$ cat src/baro_pressure_temp_compensation_unit_assert.svh
// ----------------------------------------------------------------------------
// baro pressure temp compensation unit assertion macros
// concurrent checks with a synchronous active-low reset
// ----------------------------------------------------------------------------
`ifndef BARO_PRESSURE_TEMP_COMPENSATION_UNIT_ASSERT_SVH
`define BARO_PRESSURE_TEMP_COMPENSATION_UNIT_ASSERT_SVH

// antecedent implies consequent in the same cycle
`define BPTC_ASSERT_IMPL(label, clk, rst_n, ante, cons) \
  label: assert property (@(posedge clk) disable iff (!rst_n) (ante) |-> (cons)) \
    else $error("bptc check failed");

// antecedent implies consequent a fixed number of cycles later
`define BPTC_ASSERT_DELAY(label, clk, rst_n, ante, n, cons) \
  label: assert property (@(posedge clk) disable iff (!rst_n) (ante) |-> ##n (cons)) \
    else $error("bptc delayed check failed");

`endif

$ cat src/bptc_pkg.sv
`timescale 1ns / 1ps
// ----------------------------------------------------------------------------
// bptc_pkg
// widths, constants and shared types of the barometer compensation pipeline
// ----------------------------------------------------------------------------
package bptc_pkg;

  localparam int RAW_W   = 24;
  localparam int COEF_W  = 16;
  localparam int PRES_W  = 21;
  localparam int TEMP_W  = 16;
  localparam int IDX_W   = 3;
  localparam int DT_W    = 25;
  localparam int PRD_W   = 42;
  localparam int DTSQ_W  = 50;
  localparam int TMP_W   = 19;
  localparam int SQ_W    = 38;
  localparam int WIDE_W  = 40;
  localparam int LO_W    = 20;
  localparam int PPL_W   = 44;
  localparam int PPH_W   = 45;
  localparam int PROD_W  = 64;
  localparam int Q_W     = 43;
  localparam int DIFF_W  = 44;
  localparam int P_W     = 29;

  localparam logic [RAW_W-1:0] PRES_MIN_RAW = 24'd6056977;
  localparam int TEMP_REF  = 2000;
  localparam int TEMP_LOW  = -1500;
  localparam int PRES_MAX  = 1048575;
  localparam int PRES_MIN  = -1048576;
  localparam int TEMP_MAX  = 32767;
  localparam int TEMP_MIN  = -32768;

  // register stages from accept to result
  localparam int LATENCY = 9;

  typedef enum logic [IDX_W-1:0] {
    CFG_SENS      = 3'd0,
    CFG_OFF       = 3'd1,
    CFG_SENS_TC   = 3'd2,
    CFG_OFF_TC    = 3'd3,
    CFG_REF_TEMP  = 3'd4,
    CFG_TEMP_SENS = 3'd5
  } cfg_idx_t;

  typedef struct packed {
    logic [COEF_W-1:0] sens;
    logic [COEF_W-1:0] off;
    logic [COEF_W-1:0] sens_tc;
    logic [COEF_W-1:0] off_tc;
    logic [COEF_W-1:0] ref_temp;
    logic [COEF_W-1:0] temp_sens;
  } cfg_t;

  typedef struct packed {
    logic                     vld;
    logic                     plaus;
    logic [RAW_W-1:0]         d1;
    logic signed [WIDE_W-1:0] off;
    logic signed [WIDE_W-1:0] sens;
    logic signed [TMP_W-1:0]  temp;
  } comp_t;

endpackage

$ cat src/bptc_cfg_regs.sv
`timescale 1ns / 1ps
// ----------------------------------------------------------------------------
// bptc_cfg_regs
// calibration coefficient registers behind a plain write port
// ----------------------------------------------------------------------------
module bptc_cfg_regs (
  input  logic                        clk,
  input  logic                        rst_n,
  input  logic                        cfg_we,
  input  logic [bptc_pkg::IDX_W-1:0]  cfg_index,
  input  logic [bptc_pkg::COEF_W-1:0] cfg_data,
  output bptc_pkg::cfg_t              cfg
);
  import bptc_pkg::*;

  cfg_t cfg_r;
  cfg_t cfg_nxt;

  always_comb begin
    cfg_nxt = cfg_r;
    if (cfg_we) begin
      unique case (cfg_idx_t'(cfg_index))
        CFG_SENS:      cfg_nxt.sens      = cfg_data;
        CFG_OFF:       cfg_nxt.off       = cfg_data;
        CFG_SENS_TC:   cfg_nxt.sens_tc   = cfg_data;
        CFG_OFF_TC:    cfg_nxt.off_tc    = cfg_data;
        CFG_REF_TEMP:  cfg_nxt.ref_temp  = cfg_data;
        CFG_TEMP_SENS: cfg_nxt.temp_sens = cfg_data;
        default: ;
      endcase
    end
  end

  always_ff @(posedge clk) begin
    if (!rst_n) begin
      cfg_r <= '0;
    end else begin
      cfg_r <= cfg_nxt;
    end
  end

  assign cfg = cfg_r;

endmodule

$ cat config.mk
export PLATFORM = sky130hd
export DESIGN_NAME = bptc_cfg_regs
export DESIGN_NICKNAME = d
export VERILOG_FILES = /design/src/baro_pressure_temp_compensation_unit_assert.svh /design/src/bptc_pkg.sv /design/src/bptc_cfg_regs.sv
export SDC_FILE = /design/constraint.sdc
export NUM_CORES = 1
export LEC_CHECK = 0
export ABC_CLOCK_PERIOD_IN_PS = 1700
export BUFFER_PORTS_ARGS = -buffer_cell sky130_fd_sc_hd__buf_4
export CORE_MARGIN = 10
export CORE_UTILIZATION = 31
export DETAILED_ROUTE_END_ITERATION = 6
export PLACE_DENSITY_LB_ADDON = 0.2
export REMOVE_ABC_BUFFERS = 1
export SYNTH_ARGS = -nofsm -noshare
export SYNTH_HDL_FRONTEND = slang
export SYNTH_SLANG_ARGS = --single-unit
$ cat constraint.sdc
create_clock -name clk -period 1.7 [get_ports clk]
set_clock_uncertainty 0.05 [all_clocks]
set_input_delay 0.255 -clock clk [delete_from_list [all_inputs] [get_ports clk]]
set_output_delay 0.255 -clock clk [all_outputs]
set_load 0.02 [all_outputs]
* Word-level counts from Yosys, hierarchy flattened
Index checks and enable logic that the tools add are counted.
Storage, ports and cells: bits in registers 96, word-level logic and storage cells 18
Cells by class: equal/unequal tests 5, reduce and logical (&&, ||, !) cells 7
Operators with widths (count):
- 2-bit AND reduction | 6
- 3-bit by 2-bit == test with 1-bit output, second input constant | 2
- 3-bit == test, second input constant | 2
- 3-bit by 1-bit == test with 1-bit output, second input constant | 1
- 3-bit zero test | 1

* Longest topological paths before layout
word-level depth 2, depth in mapped cells 4, gate-level depth less buffers 2

* Least setup slack after synthesis
OpenSTA, ideal clock, no wires.
path type input to register, start input cfg_index[1] (netlist name), end register cfg_r, in the netlist cfg[80], library setup time 0.123 ns, arrival 1.182 ns, path slack 0.345 ns, stages 4, path through or4b_1 buf_6 buf_12 mux2i_1
Between the ends: word-level cells in the longest chain between the ends 2
RTL lines:
- start, declared | line bptc_cfg_regs.sv:10 | input logic [bptc_pkg::IDX_W-1:0] cfg_index,
- 3-bit zero test | line bptc_cfg_regs.sv:22 | unique case (cfg_idx_t'(cfg_index))
- 2-bit AND reduction (no source line)
- end signal, assigned | line bptc_cfg_regs.sv:38 | cfg_r <= cfg_nxt;
- end, declared | line bptc_cfg_regs.sv:16 | cfg_t cfg_r;
Every way passes these cells. A chain may end at the register's enable or synchronous reset.

* Worst setup path in the final report
start register cfg_r, in the netlist cfg[29], end output cfg[29] (netlist name)
RTL lines:
- end, declared | line bptc_cfg_regs.sv:12 | output bptc_pkg::cfg_t cfg
No word-level cell between the ends.

==> qor.txt <==
status -> finished, final reports clean
share of cells above drive strength 1 -> 32.1%
GRT Util Overall -> 12.0%
count leader, synth -> nand2_1
power per cell area -> 1000 nW/um^2
max-cap violations -> 0
fill count -> 1,079
Die W -> 126 um
Critical Path RT -> 1.39 ns
placer congestion estimate -> 0.685
cell taking the most area after synthesis -> dfxtp_1
Netlist cell types -> 13
Ports -> 118
PortBufs -> 117
Pre-antenna DRT Iters -> 4
global-route wire length before repair -> 15,300 um
WP data arrival -> 0.84 ns
Seq cells post-synth -> 96
Clock transition at path regs -> 0.07 ns
EDFF count, synth -> 0
Post-Syn Area -> 3490 um^2
clk_lat worst skew -> 0.33 ns
synthesized area per cell -> 10.5 um^2
ANT nets after route -> 0
crit end category -> primary output
Crit Path Class -> reg2out
CTS Hold Buffers Added -> 0
total CTS buffers -> 9
Antenna diodes -> 0
Leakage -> 2.53 nW
setup repair bufs after CTS -> 0
DRT iter0 DRCs -> 137
Die ar. -> 15,900 um^2
post_cts resized -> 0
minimum clock period -> 1.14 ns
max reg flops -> 96
Final HPWL DP -> 6700 um
Initial Utilization -> 32.0%
Finished Core Util -> 44.4%
worst-path maximum fanout -> 2
H-tree Lvls -> 3
unrepaired setup endpoints after global routing -> false
Rows -> 38
placeable core area -> 10,900 um^2
peak supply drop -> 0.570 mV
CTS root buf -> clkbuf_16
critical path's top delay family -> flip-flops
share of the clock period used by the worst path -> 67.2%
CTS tree -> done
vias per cell -> 4.50
warnings from Yosys -> 0
clock tree buffer depth -> 2
wire per inst -> 16.5 um
setup TNS -> 0 ns
final hold vios -> 0
largest cells by area after synthesis -> dfxtp_1 55%, mux2i_1 27%, nand2_1 12%
critical path's largest stage delay -> 0.36 ns
drt drc -> 0
Synth Instances -> 334
Least-Margin Pin Slew -> 0.369 ns
Synth top area share -> 55.0%
Async S/R FF share, synth -> 0%
CP Cell Sequence -> buf_4
leading cell types by count after synthesis -> 112 x nand2_1, 96 x dfxtp_1, 96 x mux2i_1
CP Launch Type -> flop
pin count of the biggest net entering global routing -> 57
vias in the first global route -> 2,703
slew margin rel. -> 75.4%
slowest CP cell -> dfxtp_1
sequential area share after synthesis -> 55.0%
Buf/Inv on CP -> 1
Final nets -> 469
antenna violations before repair -> 0
Vias -> 2,666
die height -> 126 um
CTS Sinks -> 96
Setup Viol. Count Final -> 0
drt total wl -> 9770 um
grt total ovfl -> 0
f_max -> 876 MHz
worst hold path type -> in2reg
Layout Area Growth over Synthesis -> 38.9%
dominant synthesized flop cell -> dfxtp_1
Slew Viols, Final -> 0
power by group:
part | switching, mW | internal, mW
Combinational | 0.223 | 0.162
Sequential | 0.0268 | 2.30
Clock | 0.863 | 1.29
Total | 1.11 | 3.75
logic make-up after synthesis:
| family | after synthesis | synth area share, % |
|---|---|---|
| mux | 96 | 27.5 |
| simple gates | 118 | 13.8 |
| buf+inv | 24 | 3.69 |
| flops | 96 | 55.0 |
routing by layer:
metal	track usage, %	vias to the layer above	share of wire (%)
met5	0	-	0
met4	5.02	0	1.1
met3	3.52	7	6.3
met2	20.1	71	50
met1	13.9	1252	42
li1	-	1336	-
metrics by stage:
| step | hold slack [ns] | instance area [um^2] | cells | total power [mW] | worst slack (ns) |
|---|---|---|---|---|---|
| finish | 0.241 | 4850 | 592 | 4.87 | 0.558 |
| global route | 0.273 | 4850 | 592 | 5.07 | 0.501 |
| CTS | 0.229 | 4850 | 592 | 4.94 | 0.512 |
| detailed placement | 0.402 | 4530 | 576 | 2.77 | 0.227 |
| global placement | 0.395 | 4530 | 576 | 2.76 | 0.234 |
| floorplan | 0.353 | 3370 | 310 | 2.55 | 0.178 |
area by class of cell:
class                   instances  area, um^2  share of cell area (%)
clock buffers                   9         225                    4.64
clock inverters                 7        95.1                    1.96
multi-input cells             214        1450                    29.9
flip-flops and latches         96        1920                    39.6
well taps                     140         175                    3.61
repair buffers                126         983                    20.3
path summary, 6_finish.rpt:
path                                   from       to  slack, ns  depth (start not counted)
worst max-delay path                cfg[29]  cfg[29]       0.56                          1
worst min-delay path            cfg_data[2]  cfg[82]       0.24                          3
worst max register to register       cfg[2]   cfg[2]       1.02                          2
worst min register to register      cfg[45]  cfg[45]       0.41                          2
cells in the final DEF (no fill, tap or decap):
| cell | Yosys | routed |
|---|---|---|
| clkinv_4 | 0 | 1 |
| buf_12 | 1 | 3 |
| nand2_1 | 112 | 112 |
| clkinv_2 | 0 | 2 |
| dfxtp_1 | 96 | 96 |
| clkbuf_16 | 0 | 9 |
| mux2i_1 | 96 | 96 |
| nand4bb_2 | 0 | 2 |
| bufinv_16 | 0 | 2 |
| inv_6 | 0 | 1 |
| buf_4 | 1 | 123 |
| nand4b_1 | 2 | 2 |
| and4bb_2 | 1 | 1 |
| or4b_1 | 1 | 1 |
| clkinvlp_4 | 0 | 1 |
Note: power is estimated with default switching activity, not from simulation.
