`src/baro_pressure_temp_compensation_unit_assert.svh`:
```
// ----------------------------------------------------------------------------
// baro pressure temp compensation unit assertion macros
// concurrent checks with a synchronous active-low reset
// ----------------------------------------------------------------------------
`ifndef BARO_PRESSURE_TEMP_COMPENSATION_UNIT_ASSERT_SVH
`define BARO_PRESSURE_TEMP_COMPENSATION_UNIT_ASSERT_SVH

// antecedent implies consequent in the same cycle
`define BPTC_ASSERT_IMPL(label, clk, rst_n, ante, cons) \
  label: assert property (@(posedge clk) disable iff (!rst_n) (ante) |-> (cons)) \
    else $error("bptc check failed");

// antecedent implies consequent a fixed number of cycles later
`define BPTC_ASSERT_DELAY(label, clk, rst_n, ante, n, cons) \
  label: assert property (@(posedge clk) disable iff (!rst_n) (ante) |-> ##n (cons)) \
    else $error("bptc delayed check failed");

`endif

```
`src/bptc_pkg.sv`:
```
`timescale 1ns / 1ps
// ----------------------------------------------------------------------------
// bptc_pkg
// widths, constants and shared types of the barometer compensation pipeline
// ----------------------------------------------------------------------------
package bptc_pkg;

  localparam int RAW_W   = 24;
  localparam int COEF_W  = 16;
  localparam int PRES_W  = 21;
  localparam int TEMP_W  = 16;
  localparam int IDX_W   = 3;
  localparam int DT_W    = 25;
  localparam int PRD_W   = 42;
  localparam int DTSQ_W  = 50;
  localparam int TMP_W   = 19;
  localparam int SQ_W    = 38;
  localparam int WIDE_W  = 40;
  localparam int LO_W    = 20;
  localparam int PPL_W   = 44;
  localparam int PPH_W   = 45;
  localparam int PROD_W  = 64;
  localparam int Q_W     = 43;
  localparam int DIFF_W  = 44;
  localparam int P_W     = 29;

  localparam logic [RAW_W-1:0] PRES_MIN_RAW = 24'd6056977;
  localparam int TEMP_REF  = 2000;
  localparam int TEMP_LOW  = -1500;
  localparam int PRES_MAX  = 1048575;
  localparam int PRES_MIN  = -1048576;
  localparam int TEMP_MAX  = 32767;
  localparam int TEMP_MIN  = -32768;

  // register stages from accept to result
  localparam int LATENCY = 9;

  typedef enum logic [IDX_W-1:0] {
    CFG_SENS      = 3'd0,
    CFG_OFF       = 3'd1,
    CFG_SENS_TC   = 3'd2,
    CFG_OFF_TC    = 3'd3,
    CFG_REF_TEMP  = 3'd4,
    CFG_TEMP_SENS = 3'd5
  } cfg_idx_t;

  typedef struct packed {
    logic [COEF_W-1:0] sens;
    logic [COEF_W-1:0] off;
    logic [COEF_W-1:0] sens_tc;
    logic [COEF_W-1:0] off_tc;
    logic [COEF_W-1:0] ref_temp;
    logic [COEF_W-1:0] temp_sens;
  } cfg_t;

  typedef struct packed {
    logic                     vld;
    logic                     plaus;
    logic [RAW_W-1:0]         d1;
    logic signed [WIDE_W-1:0] off;
    logic signed [WIDE_W-1:0] sens;
    logic signed [TMP_W-1:0]  temp;
  } comp_t;

endpackage

```
`src/bptc_press_pipe.sv`:
```
`timescale 1ns / 1ps
// ----------------------------------------------------------------------------
// bptc_press_pipe
// pressure product in two partial products, offset removal, saturation
// and the registered result
// ----------------------------------------------------------------------------
module bptc_press_pipe (
  input  logic                               clk,
  input  logic                               rst_n,
  input  bptc_pkg::comp_t                    comp,
  output logic                               out_strobe,
  output logic signed [bptc_pkg::PRES_W-1:0] out_pressure_pa,
  output logic signed [bptc_pkg::TEMP_W-1:0] out_temp_centi,
  output logic                               out_valid_res
);
  import bptc_pkg::*;

  // stage f: partial products
  logic                     f_vld_r;
  logic                     f_plaus_r;
  logic signed [WIDE_W-1:0] f_off_r;
  logic signed [TMP_W-1:0]  f_temp_r;
  logic [PPL_W-1:0]         f_pp_lo_r;
  logic signed [PPH_W-1:0]  f_pp_hi_r;

  // stage g: full product, scaled
  logic                     g_vld_r;
  logic                     g_plaus_r;
  logic signed [WIDE_W-1:0] g_off_r;
  logic signed [TMP_W-1:0]  g_temp_r;
  logic signed [Q_W-1:0]    g_q_r;

  logic                     strobe_r;
  logic signed [PRES_W-1:0] pressure_r;
  logic signed [TEMP_W-1:0] temp_r;
  logic                     valid_res_r;

  logic [PPL_W-1:0]         f_pp_lo_nxt;
  logic signed [PPH_W-1:0]  f_pp_hi_nxt;
  logic signed [PROD_W-1:0] g_prod;
  logic signed [Q_W-1:0]    g_q_nxt;
  logic signed [DIFF_W-1:0] h_diff;
  logic signed [P_W-1:0]    h_p;
  logic signed [PRES_W-1:0] h_p_sat;
  logic signed [TEMP_W-1:0] h_t_sat;

  always_comb begin
    f_pp_lo_nxt = comp.d1 * comp.sens[LO_W-1:0];
    f_pp_hi_nxt = $signed({1'b0, comp.d1}) * $signed(comp.sens[WIDE_W-1:LO_W]);
    g_prod      = (PROD_W'(f_pp_hi_r) <<< LO_W) + $signed(PROD_W'(f_pp_lo_r));
    g_q_nxt     = Q_W'(g_prod >>> 21);
    h_diff      = DIFF_W'(g_q_r) - DIFF_W'(g_off_r);
    h_p         = P_W'(h_diff >>> 15);
    priority if (h_p > P_W'(PRES_MAX)) begin
      h_p_sat = PRES_W'(PRES_MAX);
    end else if (h_p < P_W'(PRES_MIN)) begin
      h_p_sat = PRES_W'(PRES_MIN);
    end else begin
      h_p_sat = PRES_W'(h_p);
    end
    priority if (g_temp_r > TMP_W'(TEMP_MAX)) begin
      h_t_sat = TEMP_W'(TEMP_MAX);
    end else if (g_temp_r < TMP_W'(TEMP_MIN)) begin
      h_t_sat = TEMP_W'(TEMP_MIN);
    end else begin
      h_t_sat = TEMP_W'(g_temp_r);
    end
  end

  always_ff @(posedge clk) begin
    if (!rst_n) begin
      f_vld_r  <= 1'b0;
      g_vld_r  <= 1'b0;
      strobe_r <= 1'b0;
    end else begin
      f_vld_r  <= comp.vld;
      g_vld_r  <= f_vld_r;
      strobe_r <= g_vld_r;
    end
  end

  always_ff @(posedge clk) begin
    f_plaus_r <= comp.plaus;
    f_off_r   <= comp.off;
    f_temp_r  <= comp.temp;
    f_pp_lo_r <= f_pp_lo_nxt;
    f_pp_hi_r <= f_pp_hi_nxt;

    g_plaus_r <= f_plaus_r;
    g_off_r   <= f_off_r;
    g_temp_r  <= f_temp_r;
    g_q_r     <= g_q_nxt;

    pressure_r  <= g_plaus_r ? h_p_sat : '0;
    temp_r      <= g_plaus_r ? h_t_sat : '0;
    valid_res_r <= g_plaus_r;
  end

  assign out_strobe      = strobe_r;
  assign out_pressure_pa = pressure_r;
  assign out_temp_centi  = temp_r;
  assign out_valid_res   = valid_res_r;

endmodule

```
`config.mk`:
```
export PLATFORM = sky130hd
export DESIGN_NAME = bptc_press_pipe
export DESIGN_NICKNAME = d
export VERILOG_FILES = /design/src/baro_pressure_temp_compensation_unit_assert.svh /design/src/bptc_pkg.sv /design/src/bptc_press_pipe.sv
export SDC_FILE = /design/constraint.sdc
export NUM_CORES = 2
export LEC_CHECK = 0
export BUFFER_PORTS_ARGS = -buffer_cell sky130_fd_sc_hd__clkbuf_2
export CAP_MARGIN = 20
export CORE_ASPECT_RATIO = 0.6
export CORE_MARGIN = 3
export CORE_UTILIZATION = 58
export DETAILED_ROUTE_END_ITERATION = 7
export PLACE_DENSITY = 0.76
export RECOVER_POWER = 100
export SKIP_CTS_REPAIR_TIMING = 1
export SYNTH_ARGS = -nofsm -noshare
export SYNTH_HDL_FRONTEND = slang
export SYNTH_SLANG_ARGS = --single-unit
```
`constraint.sdc`:
```
create_clock -name clk -period 15 [get_ports clk]
set_input_delay 1.5 -clock clk [delete_from_list [all_inputs] [get_ports clk]]
set_output_delay 1.5 -clock clk [all_outputs]
set_load 0.02 [all_outputs]
```
== Yosys cells after proc, flatten, opt, wreduce, memory -nomap -nowiden ==
Cells that the tools add are included.

* Register bits: 292
* Input bits: 127
* Output and inout port bits: 39

* $add $sub $neg: 2
* Multiply operators: 2
* Order comparisons: 4
* Mux-type cells: 4
* Bitwise gates (word level): 1
* Reduce and logical (&&, ||, !) cells: 2

{| class="wikitable"
|+ Operators by type and width
! cell !! number
|-
| $add A64 B45 Y64 || 1
|-
| $mul A24 B20 Y44 || 1
|-
| $mul A25 B20 Y44 || 1
|-
| $sub A43 B40 Y44 || 1
|-
| $gt A29 B21 Y1 const B || 1
|-
| $lt A29 B21 Y1 const B || 1
|-
| $mux W21 || 1
|-
| $mux W20 || 1
|-
| $gt A19 B16 Y1 const B || 1
|-
| $lt A19 B16 Y1 const B || 1
|-
| $mux W16 || 1
|-
| $mux W15 || 1
|-
| $reduce_or A2 Y1 || 2
|-
| $not A1 Y1 || 1
|}

== Logic depth before layout (Yosys ltp) ==
* Word-level depth: 4
* Gate-level depth with buffers: 28

== Least setup slack after synthesis ==
Ideal clock, no wire load.

* Path kind: input to register
* Start: in comp[24] (netlist bit)
* End: reg f_pp_lo_r[42]
* Setup time: 95 ps
* Data arrival time: 7908 ps
* Path slack: 6997 ps
* Cell stages on the path: 27
* Path buffers: 2
* Path through: clkbuf_1 nand2_1 fa_1 inv_1 fa_1 inv_1 fa_1 inv_1 fa_1 fa_1 fa_1 inv_1 fa_1 inv_1 ha_1 buf_2 a21o_1 a21o_1 a21oi_1 nand2_1 o31ai_2 o21ai_1 nor2b_1 o21a_1 o31ai_2 or4b_1 o311ai_1

* Cells in the longest elaborated chain, start to end: 1

{| class="wikitable"
|+ Ends and longest elaborated chain
! element !! RTL line !! RTL
|-
| start, declared || bptc_press_pipe.sv:10 || <nowiki>input bptc_pkg::comp_t comp,</nowiki>
|-
| $mul A24 B20 Y44 || bptc_press_pipe.sv:48 || <nowiki>f_pp_lo_nxt = comp.d1 * comp.sens[LO_W-1:0];</nowiki>
|-
| named net f_pp_lo_nxt[42] || bptc_press_pipe.sv:38 || <nowiki>logic [PPL_W-1:0] f_pp_lo_nxt;</nowiki>
|-
| end signal, assigned || bptc_press_pipe.sv:86 || <nowiki>f_pp_lo_r <= f_pp_lo_nxt;</nowiki>
|-
| end, declared || bptc_press_pipe.sv:23 || <nowiki>logic [PPL_W-1:0] f_pp_lo_r;</nowiki>
|}

The timed path passes the listed nets, and every way through them passes these cells.
A chain may end at the register's enable or synchronous reset.

== Worst setup path in the final report ==
* Start: in comp[99] (netlist bit)
* End: reg f_pp_lo_r[42]

Same word-level chain as after synthesis.

==> out/metrics.cfg <==
[outcome]
status=finished with violations
violations=capacitance limit, slew limit

[worst_setup_path]
cp_max_fo=39
r2r_setup_slack_ns=10.35
worstSetupPathType=primary input to register
crit_family=adder cells
critPathSlowestCell=clkbuf_1
start_kind=primary input
cp.arrival_ns=10.50
reg2reg_depth=13
r2r-end=out_pressure_pa[0]
cp-end-kind=register
required_ns=15.42
cp_common_cell=fa_1
cpPeakStageDelay_ns=1.48
r2r-start=g_off_r[17]
cp-startpoint=comp[99]
crit_buf_inv=5

[job]
max_cap_viol_count=2

[yosys]
synth_nets=5666
synthArstFlopShare_pct=0
synth_flop_cell=dfxtp_1
netlist_area_um2=40400
yosysUniqueCellTypes=71
postSynthAreaPerCell_um2=9.26
yosysWarnings=0
ys_ff_latch=272
synth_edf_count=0
syn_inst=4362
synth-seq-area-share_pct=13.5

[sta]
rsz0062_at_grt=no
layout_min_cycle_time_ns=10.08
max_freq_mhz=99.2
finalHoldViolCount=0
fin_setup_tns_ns=0
maxSlewHeadroom_pct=-38.5
finalSetupViolCount=0
period_share_pct=67.2
tightest_slew_ns=2.08
drv_slew=51
fin_skew_ns=0.0128

[floorplanning]
die_h_um=210
core_area_um2=68500
rows=74
num_io_pins=166
dieWidth_um=347
dieArea_um2=73000
initial_core_util_pct=59.0

[layout]
drive_above_1_share_pct=4.69
area_delta_synth_final_pct=5.09
fillers=5824
stdcell_count=5311
fin_nets=5681

[clock_network]
clk_latency_ns=0.53
cts_buffers=24
clk_pin_slew_worst_paths_ns=0.07
cts_root_buf=clkbuf_16
clockBufferDepth=3
clkSinkCount=272
htree_levels=1
cts_tree=yes

[global_routing]
antenna_found_initial=9
grt_overflow=0
grt_start_max_net_pins=41
grt_pass1_vias=29900
grt_pass1_wl_um=159000
grt_util_all_layers_pct=27.1

[routing]
drt-pass1-iter-count=8
vias_per_cell=5.44
via_count=28900
totalWireLength_um=95800
drt_iter0_drc=2045
drc=0
post_drt_wl_per_cell_um=18.0
antenna_left=0

[hold_path]
hp-start=f_temp_r[8]
hold_path_end=g_temp_r[8]
min_path_cells=0
worstHoldPathType=register to register

[placed_design]
gp_congestion=0.897
post-dp-hpwl_um=74000
dp.cells=5260
io_buffers=165

flip-flops by register name, summed over array words and instances (netlist names):
register	cells
out_valid_res	1
out_strobe	1
f_vld_r	1
out_temp_centi	16
f_plaus_r	1
f_pp_hi_r	44
g_plaus_r	1
g_q_r	43
g_vld_r	1
out_pressure_pa	21
f_off_r	40
f_pp_lo_r	24
g_off_r	40
g_temp_r	19
f_temp_r	19
worst reg2reg max path, stage by stage, from the launching register on:
cell and delay [ns]:
dfxtp_1 0.31, inv_1 0.05, ha_1 0.42, a21oi_1 0.24, o21ai_0 0.12, a221oi_1 0.36, nand2_1 0.09, o21ai_0 0.85
a21oi_4 0.15, a311oi_1 0.45, xor2_1 0.23, and4b_1 0.21, a31o_1 0.81, a21oi_1 0.18
routing by layer:
metal  track usage [%]  up-vias  share of wire [%]
li1                  -    13100                  -
met1              40.4    14400                 45
met3              6.84      134                 10
met5              1.08        -               0.14
met2              40.4     1188                 43
met4              5.25        6                2.0
worst max path at each step:
| stage | depth (start not counted) | to |
|---|---|---|
| global placement | 27 | f_pp_lo_r[42] |
| finish | 25 | f_pp_lo_r[42] |
| floorplan | 27 | f_pp_lo_r[42] |
| CTS | 27 | f_pp_lo_r[42] |
| detailed placement | 27 | f_pp_lo_r[42] |
| global route | 25 | f_pp_lo_r[42] |
layout by cell type (no fill, tap or decap), drive strengths merged, types with 80 or more instances in the layout:
cell type	netlist	final
a21oi	133	133
and2	463	463
clkbuf	193	196
dfxtp	272	272
fa	785	785
ha	392	392
inv	928	932
nand2	553	553
nor2	80	80
xnor2	88	88
area by class of cell:
cell class	instances	area [um^2]	area share (%)
Multi-Input combinational cell	2962	30600	72.1
Sequential cell	272	5450	12.8
Inverter	928	3480	8.21
Tap cell	912	1140	2.69
Timing Repair Buffer	189	967	2.28
Clock buffer	29	661	1.56
Clock inverter	13	119	0.280
Antenna cell	6	15.0	0.0354
stage by stage:
stage	setup WS, ns	utilization, %	instance area, um^2	hold WS [ns]
4_1_cts	6.16	62.1	42500	0.328
2_1_floorplan	7.00	-	40400	0.310
3_3_place_gp	5.71	60.9	41800	0.310
3_5_place_dp	5.64	60.9	41800	0.312
6_report	4.92	62.0	42500	0.321
5_1_grt	4.54	62.0	42500	0.330
kinds of logic after synthesis:
logic type | count (synthesis) | synth area share [%]
buffers and inverters | 1128 | 10.5
adder cells (fa/ha/maj) | 1177 | 51.0
AND/OR/NAND/NOR | 1262 | 15.5
AO/OA/AOI/OAI | 390 | 6.53
flip-flops | 272 | 13.5
XOR/XNOR | 130 | 2.82
multiplexers | 3 | 0.0743
synth_stat cells, types with 4 or more instances:
cell         n  share of area [%]
fa_1       785                 39
o21ai_1     13               0.16
a211oi_1    12               0.22
a31oi_1     10               0.15
o21ai_0     46               0.57
xnor2_1     88                1.9
and3_1      20               0.31
a21oi_2     21               0.46
dfxtp_1    272                 13
clkbuf_1   193                1.8
or3_1        6              0.093
and2_1     463                7.2
nor4_1       4              0.062
a21oi_1    110                1.4
inv_1      928                8.6
a31o_2       4              0.087
o31ai_1      4              0.074
nor2b_1     15               0.23
nand2b_1    30               0.46
o211ai_1     6               0.11
o21a_1      36               0.67
buf_2        5              0.062
o21bai_1    11               0.20
nand2_1    553                5.1
nor3_1      21               0.26
xor2_1      42               0.91
nor2_1      80               0.74
nand3_1     36               0.45
a21o_1      65                1.2
nand4_1     19               0.29
a21boi_0     4              0.074
ha_1       392                 12
and4_1       6               0.13
o2111ai_1    4              0.087
Power is left out: the tool's default activity adds up to more than one toggle a clock period on the data nets, which glitch-free logic cannot reach.
